$ cat config.mk
export PLATFORM = sky130hd
export DESIGN_NAME = audio_buffer_ring_manager_top
export DESIGN_NICKNAME = d
export VERILOG_FILES = /design/src/rtl/core/abrm_pkg.sv /design/src/rtl/core/abrm_ring_ctrl.sv /design/src/rtl/core/audio_buffer_ring_manager_top.sv
export VERILOG_INCLUDE_DIRS = /design/src /design/src/rtl/core
export SDC_FILE = /design/constraint.sdc
export NUM_CORES = 1
export LEC_CHECK = 0
export BUFFER_PORTS_ARGS = -buffer_cell sky130_fd_sc_hd__buf_2
export CAP_MARGIN = 20
export CORE_ASPECT_RATIO = 1.4
export CORE_UTILIZATION = 41
export CTS_CLUSTER_SIZE = 16
export DETAILED_ROUTE_END_ITERATION = 12
export GPL_ROUTABILITY_DRIVEN = 0
export SLEW_MARGIN = 10
export SYNTH_ARGS = -nofsm -noshare
export SYNTH_HDL_FRONTEND = slang
export SYNTH_HIERARCHICAL = 1
export SYNTH_SLANG_ARGS = --single-unit
$ cat constraint.sdc
create_clock -name i_clk -period 5.99 [get_ports i_clk]
set_input_delay 0.2995 -clock i_clk [delete_from_list [all_inputs] [get_ports i_clk]]
set_output_delay 0.2995 -clock i_clk [all_outputs]
set_load 0.02 [all_outputs]
$ cat src/rtl/core/audio_buffer_ring_manager_top_assert.svh
// ------------------------------------------------------------------------
// audio buffer ring manager assertion macros
// shared property wrappers for the ring manager checks
// ------------------------------------------------------------------------
`ifndef AUDIO_BUFFER_RING_MANAGER_TOP_ASSERT_SVH
`define AUDIO_BUFFER_RING_MANAGER_TOP_ASSERT_SVH

// same-cycle implication, checked out of reset
`define ABRM_ASSERT_NOW(label, clk, rst_n, ante, cons) \
    label: assert property (@(posedge clk) disable iff (!(rst_n)) (ante) |-> (cons)) \
        else $error("abrm check failed: same-cycle rule");

// next-cycle implication, checked out of reset
`define ABRM_ASSERT_NEXT(label, clk, rst_n, ante, cons) \
    label: assert property (@(posedge clk) disable iff (!(rst_n)) (ante) |=> (cons)) \
        else $error("abrm check failed: next-cycle rule");

`endif

$ cat src/rtl/core/abrm_pkg.sv
// ------------------------------------------------------------------------
// abrm_pkg
// types and codes shared by the audio buffer ring manager modules
// ------------------------------------------------------------------------
`timescale 1ns / 1ps

package abrm_pkg;

    // request kinds carried in the input tuser
    typedef enum logic [1:0] {
        ACT_SUBMIT    = 2'd0,
        ACT_WAIT      = 2'd1,
        ACT_DMA_DONE  = 2'd2,
        ACT_CLEAR     = 2'd3
    } t_action;

    // result status codes
    typedef enum logic [1:0] {
        ST_OK         = 2'd0,
        ST_INVALID    = 2'd1,
        ST_RING_FULL  = 2'd2,
        ST_WAITER     = 2'd3
    } t_status;

    // configuration register indexes
    localparam logic [1:0] CFG_RING_VALID   = 2'd0;
    localparam logic [1:0] CFG_BUFFER_COUNT = 2'd1;
    localparam logic [1:0] CFG_BUFFER_BYTES = 2'd2;
    localparam logic [1:0] CFG_BASE_ADDRESS = 2'd3;

    // configuration reset values
    localparam logic        RST_RING_VALID   = 1'b0;
    localparam logic [6:0]  RST_BUFFER_COUNT = 7'd2;
    localparam logic [15:0] RST_BUFFER_BYTES = 16'd512;
    localparam logic [31:0] RST_BASE_ADDRESS = 32'd0;

    // ring configuration as seen by the controller
    typedef struct packed {
        logic        ring_valid;
        logic [6:0]  buffer_count;
        logic [15:0] buffer_bytes;
        logic [31:0] base_address;
    } t_ring_cfg;

    // one request item
    typedef struct packed {
        t_action action;
        logic    has_filled;
        logic    wants_next;
    } t_req;

    // one result item
    typedef struct packed {
        t_status     status;
        logic [31:0] buffer_address;
        logic        is_silence;
        logic        wake_waiter;
    } t_result;

endpackage

$ cat src/rtl/core/abrm_ring_ctrl.sv
// ------------------------------------------------------------------------
// abrm_ring_ctrl
// ring index state and the per-item update, address and status logic
// ------------------------------------------------------------------------
`timescale 1ns / 1ps

module abrm_ring_ctrl #(
    parameter int MAX_BUFFERS = 64
) (
    input  logic               i_clk,
    input  logic               i_rst_n,
    input  logic               i_step,
    input  abrm_pkg::t_req     i_req,
    input  abrm_pkg::t_ring_cfg i_cfg,
    output abrm_pkg::t_result  o_res
);

    localparam int IDX_W = $clog2(MAX_BUFFERS);
    localparam int CNT_W = $clog2(MAX_BUFFERS + 1);
    localparam int CMP_W = ((CNT_W > 7) ? CNT_W : 7) + 1;
    localparam int PRD_W = CNT_W + 16;

    logic [IDX_W-1:0] r_dma_index;
    logic [IDX_W-1:0] r_fill_index;
    logic [IDX_W-1:0] r_ready_index;
    logic             r_waiter_pending;

    logic [IDX_W-1:0] n_dma_index;
    logic [IDX_W-1:0] n_fill_index;
    logic [IDX_W-1:0] n_ready_index;
    logic             n_waiter_pending;

    logic [CMP_W-1:0] w_cnt_ext;
    logic [CNT_W-1:0] w_eff;
    logic [IDX_W-1:0] w_fill_inc;
    logic             w_full;
    logic [CNT_W-1:0] w_mul_op;
    logic [PRD_W-1:0] w_prod;
    logic             w_use_addr;
    abrm_pkg::t_status w_status;
    logic             w_silence;
    logic             w_wake;

    // increment with wrap at the effective count
    function automatic logic [IDX_W-1:0] f_wrap(input logic [IDX_W-1:0] idx,
                                                input logic [CNT_W-1:0] eff);
        logic [CNT_W-1:0] nxt;
        nxt = CNT_W'(idx) + CNT_W'(1);
        return (nxt >= eff) ? '0 : nxt[IDX_W-1:0];
    endfunction

    // effective count saturated into two up to the ring depth
    always_comb begin
        w_cnt_ext = CMP_W'(i_cfg.buffer_count);
        if (w_cnt_ext < CMP_W'(2)) begin
            w_eff = CNT_W'(2);
        end else if (w_cnt_ext > CMP_W'(MAX_BUFFERS)) begin
            w_eff = CNT_W'(MAX_BUFFERS);
        end else begin
            w_eff = w_cnt_ext[CNT_W-1:0];
        end
    end

    // full when the producer would run into the dma position
    assign w_fill_inc = f_wrap(r_fill_index, w_eff);
    assign w_full     = (w_fill_inc == r_dma_index);

    // next state and result selection
    always_comb begin
        n_dma_index      = r_dma_index;
        n_fill_index     = r_fill_index;
        n_ready_index    = r_ready_index;
        n_waiter_pending = r_waiter_pending;
        w_status         = abrm_pkg::ST_OK;
        w_use_addr       = 1'b0;
        w_mul_op         = CNT_W'(r_fill_index);
        w_silence        = 1'b0;
        w_wake           = 1'b0;

        if (i_req.action == abrm_pkg::ACT_CLEAR) begin
            n_dma_index   = '0;
            n_fill_index  = '0;
            n_ready_index = '0;
        end else if (!i_cfg.ring_valid) begin
            w_status = abrm_pkg::ST_INVALID;
        end else begin
            case (i_req.action)
                abrm_pkg::ACT_SUBMIT: begin
                    if (i_req.has_filled && !i_req.wants_next) begin
                        w_status = abrm_pkg::ST_INVALID;
                    end else begin
                        if (i_req.has_filled) begin
                            n_ready_index = f_wrap(r_ready_index, w_eff);
                        end
                        if (i_req.wants_next) begin
                            if (w_full) begin
                                w_status = abrm_pkg::ST_RING_FULL;
                            end else begin
                                w_use_addr   = 1'b1;
                                n_fill_index = w_fill_inc;
                            end
                        end
                    end
                end
                abrm_pkg::ACT_WAIT: begin
                    if (w_full) begin
                        n_waiter_pending = 1'b1;
                        w_status         = abrm_pkg::ST_WAITER;
                    end else begin
                        n_waiter_pending = 1'b0;
                    end
                end
                abrm_pkg::ACT_DMA_DONE: begin
                    w_use_addr = 1'b1;
                    if (r_ready_index != r_dma_index) begin
                        w_mul_op    = CNT_W'(r_dma_index);
                        n_dma_index = f_wrap(r_dma_index, w_eff);
                    end else begin
                        // nothing queued: silence buffer sits just past the ring
                        w_mul_op  = w_eff;
                        w_silence = 1'b1;
                    end
                    if (r_waiter_pending && (w_fill_inc != n_dma_index)) begin
                        n_waiter_pending = 1'b0;
                        w_wake           = 1'b1;
                    end
                end
                default: begin
                end
            endcase
        end
    end

    // one shared multiply-add for every handed-out address
    assign w_prod = PRD_W'(w_mul_op) * PRD_W'(i_cfg.buffer_bytes);

    always_comb begin
        o_res.status         = w_status;
        o_res.buffer_address = w_use_addr ? (i_cfg.base_address + 32'(w_prod)) : 32'd0;
        o_res.is_silence     = w_silence;
        o_res.wake_waiter    = w_wake;
    end

    // index state
    always_ff @(posedge i_clk) begin
        if (!i_rst_n) begin
            r_dma_index      <= '0;
            r_fill_index     <= '0;
            r_ready_index    <= '0;
            r_waiter_pending <= 1'b0;
        end else if (i_step) begin
            r_dma_index      <= n_dma_index;
            r_fill_index     <= n_fill_index;
            r_ready_index    <= n_ready_index;
            r_waiter_pending <= n_waiter_pending;
        end
    end

endmodule

$ cat src/rtl/core/audio_buffer_ring_manager_top.sv
// ------------------------------------------------------------------------
// audio_buffer_ring_manager_top
// three-index playback buffer ring with stream request and result ports
// ------------------------------------------------------------------------
// The block takes one request item per clock while results are taken and
// returns exactly one result item for each, in order. An item accepted at
// a clock edge sits in the input register; the index update and the single
// index-times-size multiply-add load its result into the result register
// once that register is empty or being read. Throughput is one item per cycle
// while the receiver takes results; the result and input registers let the
// next item enter while a result waits to be taken. Configuration writes are
// always accepted and must be issued only while no item is in flight.
`timescale 1ns / 1ps

`include "audio_buffer_ring_manager_top_assert.svh"

module audio_buffer_ring_manager_top #(
    parameter int MAX_BUFFERS = 64
) (
    input  logic        i_clk,
    input  logic        i_rst_n,

    // request stream
    input  logic        s_axis_tvalid,
    output logic        s_axis_tready,
    input  logic [7:0]  s_axis_tdata,   // [0] has_filled, [1] wants_next, [7:2] zero
    input  logic [1:0]  s_axis_tuser,   // [1:0] action

    // result stream
    output logic        m_axis_tvalid,
    input  logic        m_axis_tready,
    output logic [39:0] m_axis_tdata,   // [1:0] status, [33:2] buffer_address,
                                        // [34] wake_waiter, [39:35] zero
    output logic        m_axis_tuser,   // [0] is_silence

    // configuration write channel
    input  logic        i_cfg_valid,
    output logic        o_cfg_ready,
    input  logic [1:0]  i_cfg_addr,
    input  logic [31:0] i_cfg_data
);

    logic        r_ring_valid;
    logic [6:0]  r_buffer_count;
    logic [15:0] r_buffer_bytes;
    logic [31:0] r_base_address;

    logic                r_in_valid;
    abrm_pkg::t_req      r_in_req;
    logic                r_out_valid;
    abrm_pkg::t_result   r_out;

    logic                n_in_valid;
    logic                n_out_valid;
    logic                w_adv;
    logic                w_step;
    logic                w_in_fire;
    abrm_pkg::t_ring_cfg w_cfg;
    abrm_pkg::t_result   w_res;

    // configuration registers
    assign o_cfg_ready = 1'b1;

    always_ff @(posedge i_clk) begin
        if (!i_rst_n) begin
            r_ring_valid   <= abrm_pkg::RST_RING_VALID;
            r_buffer_count <= abrm_pkg::RST_BUFFER_COUNT;
            r_buffer_bytes <= abrm_pkg::RST_BUFFER_BYTES;
            r_base_address <= abrm_pkg::RST_BASE_ADDRESS;
        end else if (i_cfg_valid) begin
            case (i_cfg_addr)
                abrm_pkg::CFG_RING_VALID:   r_ring_valid   <= i_cfg_data[0];
                abrm_pkg::CFG_BUFFER_COUNT: r_buffer_count <= i_cfg_data[6:0];
                abrm_pkg::CFG_BUFFER_BYTES: r_buffer_bytes <= i_cfg_data[15:0];
                abrm_pkg::CFG_BASE_ADDRESS: r_base_address <= i_cfg_data;
                default: begin
                end
            endcase
        end
    end

    always_comb begin
        w_cfg.ring_valid   = r_ring_valid;
        w_cfg.buffer_count = r_buffer_count;
        w_cfg.buffer_bytes = r_buffer_bytes;
        w_cfg.base_address = r_base_address;
    end

    // pipeline flow control
    assign w_adv         = !r_out_valid || m_axis_tready;
    assign s_axis_tready = !r_in_valid || w_adv;
    assign w_in_fire     = s_axis_tvalid && s_axis_tready;
    assign w_step        = r_in_valid && w_adv;

    always_comb begin
        n_in_valid  = w_in_fire ? 1'b1 : (w_step ? 1'b0 : r_in_valid);
        n_out_valid = w_adv ? r_in_valid : r_out_valid;
    end

    always_ff @(posedge i_clk) begin
        if (!i_rst_n) begin
            r_in_valid  <= 1'b0;
            r_out_valid <= 1'b0;
        end else begin
            r_in_valid  <= n_in_valid;
            r_out_valid <= n_out_valid;
        end
    end

    // input item register
    always_ff @(posedge i_clk) begin
        if (w_in_fire) begin
            r_in_req.action     <= abrm_pkg::t_action'(s_axis_tuser);
            r_in_req.has_filled <= s_axis_tdata[0];
            r_in_req.wants_next <= s_axis_tdata[1];
        end
    end

    // ring state and per-item logic
    abrm_ring_ctrl #(
        .MAX_BUFFERS (MAX_BUFFERS)
    ) u_ring_ctrl (
        .i_clk   (i_clk),
        .i_rst_n (i_rst_n),
        .i_step  (w_step),
        .i_req   (r_in_req),
        .i_cfg   (w_cfg),
        .o_res   (w_res)
    );

    // result register
    always_ff @(posedge i_clk) begin
        if (w_step) begin
            r_out <= w_res;
        end
    end

    assign m_axis_tvalid = r_out_valid;
    assign m_axis_tdata  = {5'd0, r_out.wake_waiter, r_out.buffer_address, r_out.status};
    assign m_axis_tuser  = r_out.is_silence;

    // checks
    `ABRM_ASSERT_NOW(a_err_result_empty, i_clk, i_rst_n,
        r_out_valid && (r_out.status != abrm_pkg::ST_OK),
        (r_out.buffer_address == 32'd0) && !r_out.is_silence && !r_out.wake_waiter)
    `ABRM_ASSERT_NOW(a_silence_is_ok, i_clk, i_rst_n,
        r_out_valid && r_out.is_silence, r_out.status == abrm_pkg::ST_OK)
    `ABRM_ASSERT_NOW(a_no_overrun, i_clk, i_rst_n,
        r_in_valid && !w_adv, !s_axis_tready)
    `ABRM_ASSERT_NEXT(a_stalled_result_kept, i_clk, i_rst_n,
        r_out_valid && !m_axis_tready, r_out_valid && $stable(r_out))

endmodule

-- Word level (Yosys, flattened, before mapping)
Index checks and enable logic that the tools add are counted.
- bits in registers: 117
- bits in latches: 0
- memory bits (writable): 0
- memory bits (read-only): 0
- output and inout port bits: 44
- logic and storage cells: 117
- memories: 0
- $add $sub $neg: 4
- $mul: 1
- div/mod/pow operators: 0
- $lt $le $gt $ge: 5
- eq/ne operators: 12
- shift operators: 0
- multiplexer cells: 46
- bitwise logic cells: 3
- reductions and logical operators: 28
- operators with widths (operator ; number):
    2-to-1 mux 6 bit ; 21
    2-to-1 mux 7 bit ; 6
    adder 32 x 23 -> 32 bit ; 1
    multiplier 7 x 16 -> 23 bit ; 1
    adder 6 x 1 -> 7 bit, second input constant ; 3
    >= comparator 7 bit ; 3
    nonzero test 2 bit ; 7
    2-to-1 mux 1 bit ; 12
    != test 6 bit ; 2
    AND reduction 5 bit ; 2
    equality test 2 bit, second input constant ; 4
    2-to-1 mux 2 bit ; 4
    AND reduction 2 bit ; 4
    > comparator 7 bit, second input constant ; 1
    less-than comparator 7 x 2 -> 1 bit, second input constant ; 1
    equality test 6 bit ; 1
    AND reduction 6 bit ; 1
    equality test 2 x 1 -> 1 bit, second input constant ; 2
    logical AND 1 bit ; 4
    zero test 2 bit ; 2
    != test 2 x 1 -> 1 bit, second input constant ; 2
    case mux 1 bit (2 select lines) ; 2
    case mux 2 bit (2 select lines) ; 1
    zero test 1 bit ; 3
    6 further kinds ; 9

-- Depth between registers and ports, before layout
- depth in word-level cells: 13
- depth in mapped cells: 27

-- Cells and area by module
The synthesis kept the hierarchy.
- modules (own cells, without submodules) (module ; times used ; cells an instance ; area an instance (µm²) ; sequential area each (µm²)):
    abrm_ring_ctrl ; 1 ; 908 ; 7094.3 ; 380.4
    audio_buffer_ring_manager_top ; 1 ; 279 ; 3539.6 ; 2362.3

-- Worst setup path after synthesis
Ideal clock, no wire load.
- kind: reg-to-reg
- start: register r_in_req[2] in the netlist's numbering
- end: register r_out, in the netlist m_axis_tdata[26] (data pin)
- setup time: 275 ps
- arrival: 5928 ps
- required time: 5715 ps
- setup slack: -212 ps
- stages on the path, launching flop included: 24
- path buffers: 2
- cells stage by stage: edfxtp_1 -> ha_1 -> clkbuf_1 -> nor2b_1 -> nand2_1 -> nor3_1 -> clkbuf_1 -> nand2_1 -> fa_1 -> fa_1 -> inv_1 -> fa_1 -> inv_1 -> fa_1 -> inv_1 -> ha_1 -> a21oi_1 -> o21ai_0 -> a21oi_1 -> o32ai_1 -> a31oi_1 -> o31ai_1 -> a211oi_1 -> nor4_4
- longest elaborated chain between the ends: 6
- elaborated cells between the ends (all ways): 11
- RTL lines (what ; line ; text):
    from (decl) ; audio_buffer_ring_manager_top.sv:49 ; abrm_pkg::t_req r_in_req;
    equality test 2 bit ; abrm_ring_ctrl.sv:87 ; case (i_req.action)
    2-to-1 mux 7 bit ; abrm_ring_ctrl.sv:87 ;
    2-to-1 mux 7 bit ; abrm_ring_ctrl.sv:84 ; end else if (!i_cfg.ring_valid) begin
    2-to-1 mux 7 bit ; abrm_ring_ctrl.sv:80 ; if (i_req.action == abrm_pkg::ACT_CLEAR) begin
    multiplier 7 x 16 -> 23 bit ; abrm_ring_ctrl.sv:135 ; assign w_prod = PRD_W'(w_mul_op) * PRD_W'(i_cfg.buffer_bytes);
    adder 32 x 23 -> 32 bit ; abrm_ring_ctrl.sv:139 ; o_res.buffer_address = w_use_addr ? (i_cfg.base_address + 32'(w_prod)) : 32'd0;
    to (signal assigned) ; audio_buffer_ring_manager_top.sv:134 ; r_out <= w_res;
    to (decl) ; audio_buffer_ring_manager_top.sv:51 ; abrm_pkg::t_result r_out;
Parallel ways exist; a longest one is shown, timed or not.
A chain may end at the register's enable or synchronous reset.

-- Final worst setup path
- start: register r_in_req[2] in the netlist's numbering
- end: register r_out, in the netlist m_axis_tdata[28] (data pin)
The elaborated chain is that of the path after synthesis.

==> flow_summary.json <==
{
  "cp_top_family": "adder cells",
  "failed_checks": "negative setup slack",
  "hold_path.startpoint": "s_axis_tdata[0]",
  "leakagePower_uw": 0.00629,
  "netlist_instances": 1187,
  "status": "finished with violations",
  "ir_drop_v": 0.000213,
  "cts.path.max_buffers": 2,
  "min_path_type": "input port to flop",
  "die_area_sq_um": 26600,
  "antenna_found_initial": 2,
  "async_reset_ff_frac": 0,
  "wl_per_cell_um": 17.3,
  "grt-busiest-layer": "met2",
  "setup-tns-final_ps": -13.5,
  "synth_edf_count": 40,
  "met1_usage": 0.257,
  "drive_above_1_share": 0.297,
  "clkPwrFrac": 0.495,
  "rsz0062_at_grt": "yes",
  "drv_slew": 0,
  "core_area_sq_um": 25500,
  "die_h_um": 193,
  "critical-path-max-stage-delay_ps": 570,
  "final_area_sq_um": 13900,
  "critPathArrivalTime_ps": 6160,
  "finalSetupViolations": 1,
  "cts.sinks": 117,
  "drt-pass1-iter-count": 5,
  "period_minus_slack_ps": 6000,
  "cts_tree": "yes",
  "place_area_sq_um": 12000,
  "combPwrFrac": 0.114,
  "grt_pass1_vias": 9424,
  "p_total_uw": 2220,
  "grtUsageMet3": 0.0325,
  "r2r_slack_ps": -10,
  "rr_startpoint": "r_in_req[2]",
  "cts-htree-levels": 4,
  "cp_num_buf_inv": 11,
  "via_per_inst": 5.18,
  "clock.fmax_mhz": 167,
  "drtIter0Drc": 395,
  "grt_max_degree": 103,
  "die_w_um": 138,
  "numCtsBuffers": 17,
  "synth.distinct_cells": 78,
  "hold_end": "r_in_req[1]",
  "power_frac_seq": 0.391,
  "syn_area_sq_um": 10600,
  "synth_ff_type": "dfxtp_1",
  "hold_violations": 0,
  "holdBufCountCts": 0,
  "fin_nets": 1618,
  "pre_cts_slack_ps": -478,
  "wirelength_mm": 30.0,
  "drc": 0,
  "hpwlAfterDp_mm": 21.0,
  "fin_ws_ps": -13.5,
  "ys_warn_count": 6,
  "ant_nets": 0,
  "p_per_area_nw_per_um2": 160,
  "utilization": 0.545,
  "synth.avg_cell_area_sq_um": 8.96,
  "grt_use_met2": 0.445,
  "yosysSeqAreaShare": 0.258,
  "worstSetupPathType": "flop to flop",
  "crit_cells": 27,
  "grt_pass1_wl_mm": 48.3,
  "max-slew-margin-rel": 0.273,
  "track_usage": 0.235,
  "area_growth_pct": 30.6,
  "skew_ps": 10.7,
  "cp_max_fo": 7,
  "cpMaxStageDelayCell": "fa_1",
  "insertion_delay_ps": 430,
  "r2r-end": "m_axis_tdata[28]",
  "timing.max_cap.violations": 0,
  "end_kind": "flop",
  "grt_overflow_total": 0,
  "worstPathRequired_ps": 6150,
  "cp-start-kind": "flop",
  "clockRootBuffer": "clkbuf_16",
  "via_count": 8993,
  "swShare": 0.265,
  "hold_depth": 1,
  "switchingPower_uw": 590,
  "start_util": 0.418,
  "r2r_cells": 27,
  "portBuffers": 80,
  "ys_ff_latch": 117,
  "placementRows": 69,
  "path_clk_slew_ps": 70,
  "internal_power_uw": 1630,
  "tightest_slew_ps": 1090,
  "period_share": 1.00,
  "ioPinCount": 93
}
[registers in the layout (all words and copies together), names as in the netlist]
signal	count
r_buffer_bytes	16
m_axis_tvalid	1
r_in_valid	1
u_ring_ctrl/r_waiter_pending	1
m_axis_tdata	35
u_ring_ctrl/r_ready_index	6
r_base_address	32
r_in_req	4
r_buffer_count	7
u_ring_ctrl/r_fill_index	6
r_ring_valid	1
m_axis_tuser	1
u_ring_ctrl/r_dma_index	6
[worst max-delay path by stage]
stage	startpoint	end	slack, ps
after global placement	r_in_req[2]	m_axis_tdata[30]	-370
after floorplan	r_in_req[2]	m_axis_tdata[33]	3
after global routing	u_ring_ctrl/r_ready_index[4]	m_axis_tdata[30]	-230
after CTS	r_buffer_count[3]	m_axis_tdata[30]	-20
after detailed placement	r_in_req[2]	m_axis_tdata[30]	-480
final	r_in_req[2]	m_axis_tdata[28]	-10
[power groups by stage]
stage | combinational (uW) | clock, uW | sequential (uW)
finish | 254 | 1100 | 869
global route | 278 | 1150 | 872
CTS | 240 | 1120 | 868
detailed placement | 215 | 0 | 885
global placement | 212 | 0 | 884
floorplan | 128 | 0 | 893
[metrics by stage]
step           cells  hold WS [ps]
5_1_grt         1736          29.8
6_report        1737          39.1
3_5_place_dp    1654           451
3_3_place_gp    1653           444
4_1_cts         1720          18.6
2_1_floorplan   1191           398
[repair_timing]
action                     4_1_cts  5_1_grt
hold endpoints to repair         0        0
setup endpoints to repair       20       35
gates resized for setup         91       83
pin swaps                       83       60
cloned                           2        2
setup buffers                   35       13
[logic make-up after synthesis]
| family | Yosys count | share of synthesized area |
|---|---|---|
| AOI/OAI and AO/OA | 170 | 0.112 |
| other | 2 | 0.000706 |
| buffers and inverters | 224 | 0.0931 |
| xor gates and xnor gates | 45 | 0.0411 |
| and+or+nand+nor | 406 | 0.182 |
| adders and majority gates | 166 | 0.259 |
| muxes | 57 | 0.0538 |
| DFF | 117 | 0.258 |
[layout by cell type (no fill, tap or decap), types with 7 or more instances in the layout]
master | netlist | layout
a21o_1 | 21 | 21
a21oi_1 | 40 | 31
a31oi_1 | 8 | 8
and2_1 | 61 | 56
and3_1 | 17 | 15
buf_2 | 19 | 80
buf_4 | 10 | 139
buf_6 | 5 | 16
clkbuf_16 | 0 | 20
dfxtp_1 | 77 | 74
edfxtp_1 | 40 | 40
fa_1 | 90 | 81
fa_2 | 0 | 9
ha_1 | 76 | 61
ha_4 | 0 | 13
inv_1 | 169 | 155
inv_2 | 1 | 15
mux2i_1 | 56 | 56
nand2_1 | 178 | 168
nand3_1 | 19 | 19
nor2_1 | 67 | 55
nor2_4 | 0 | 9
nor2b_1 | 9 | 7
nor3_1 | 13 | 11
o21ai_0 | 23 | 18
xnor2_1 | 30 | 25
xor2_1 | 11 | 11
[synthesized netlist by cell type, drive strengths merged (11+ instances only)]
master,instances,share of area
buf,37,0.027
ha,76,0.089
fa,90,0.17
o21ai,29,0.014
and3,17,0.010
nand2,178,0.063
mux2i,56,0.053
a21oi,41,0.020
xnor2,31,0.026
nor3,13,0.0061
xor2,12,0.011
and2,62,0.036
nand3,20,0.0099
inv,170,0.060
nor2,68,0.024
a21o,21,0.015
clkbuf,16,0.0058
a211oi,11,0.0087
dfxtp,77,0.14
edfxtp,40,0.11
[metal layers]
metal | vias to the layer above | part of all wire
li1 | 4332 | -
met1 | 4405 | 0.39
met2 | 199 | 0.54
met3 | 57 | 0.032
met4 | 0 | 0.041
met5 | - | 0
[final cells by class]
type,instances,area [sq um]
clock buffer,21,493
tap,319,399
sequential,117,2750
antenna,2,5.00
inverter,171,642
multi-input combinational,852,7670
timing repair buffer,244,1790
fill,2241,11600
clock inverter,11,136
No activity file was read; power rests on OpenSTA's default activity.
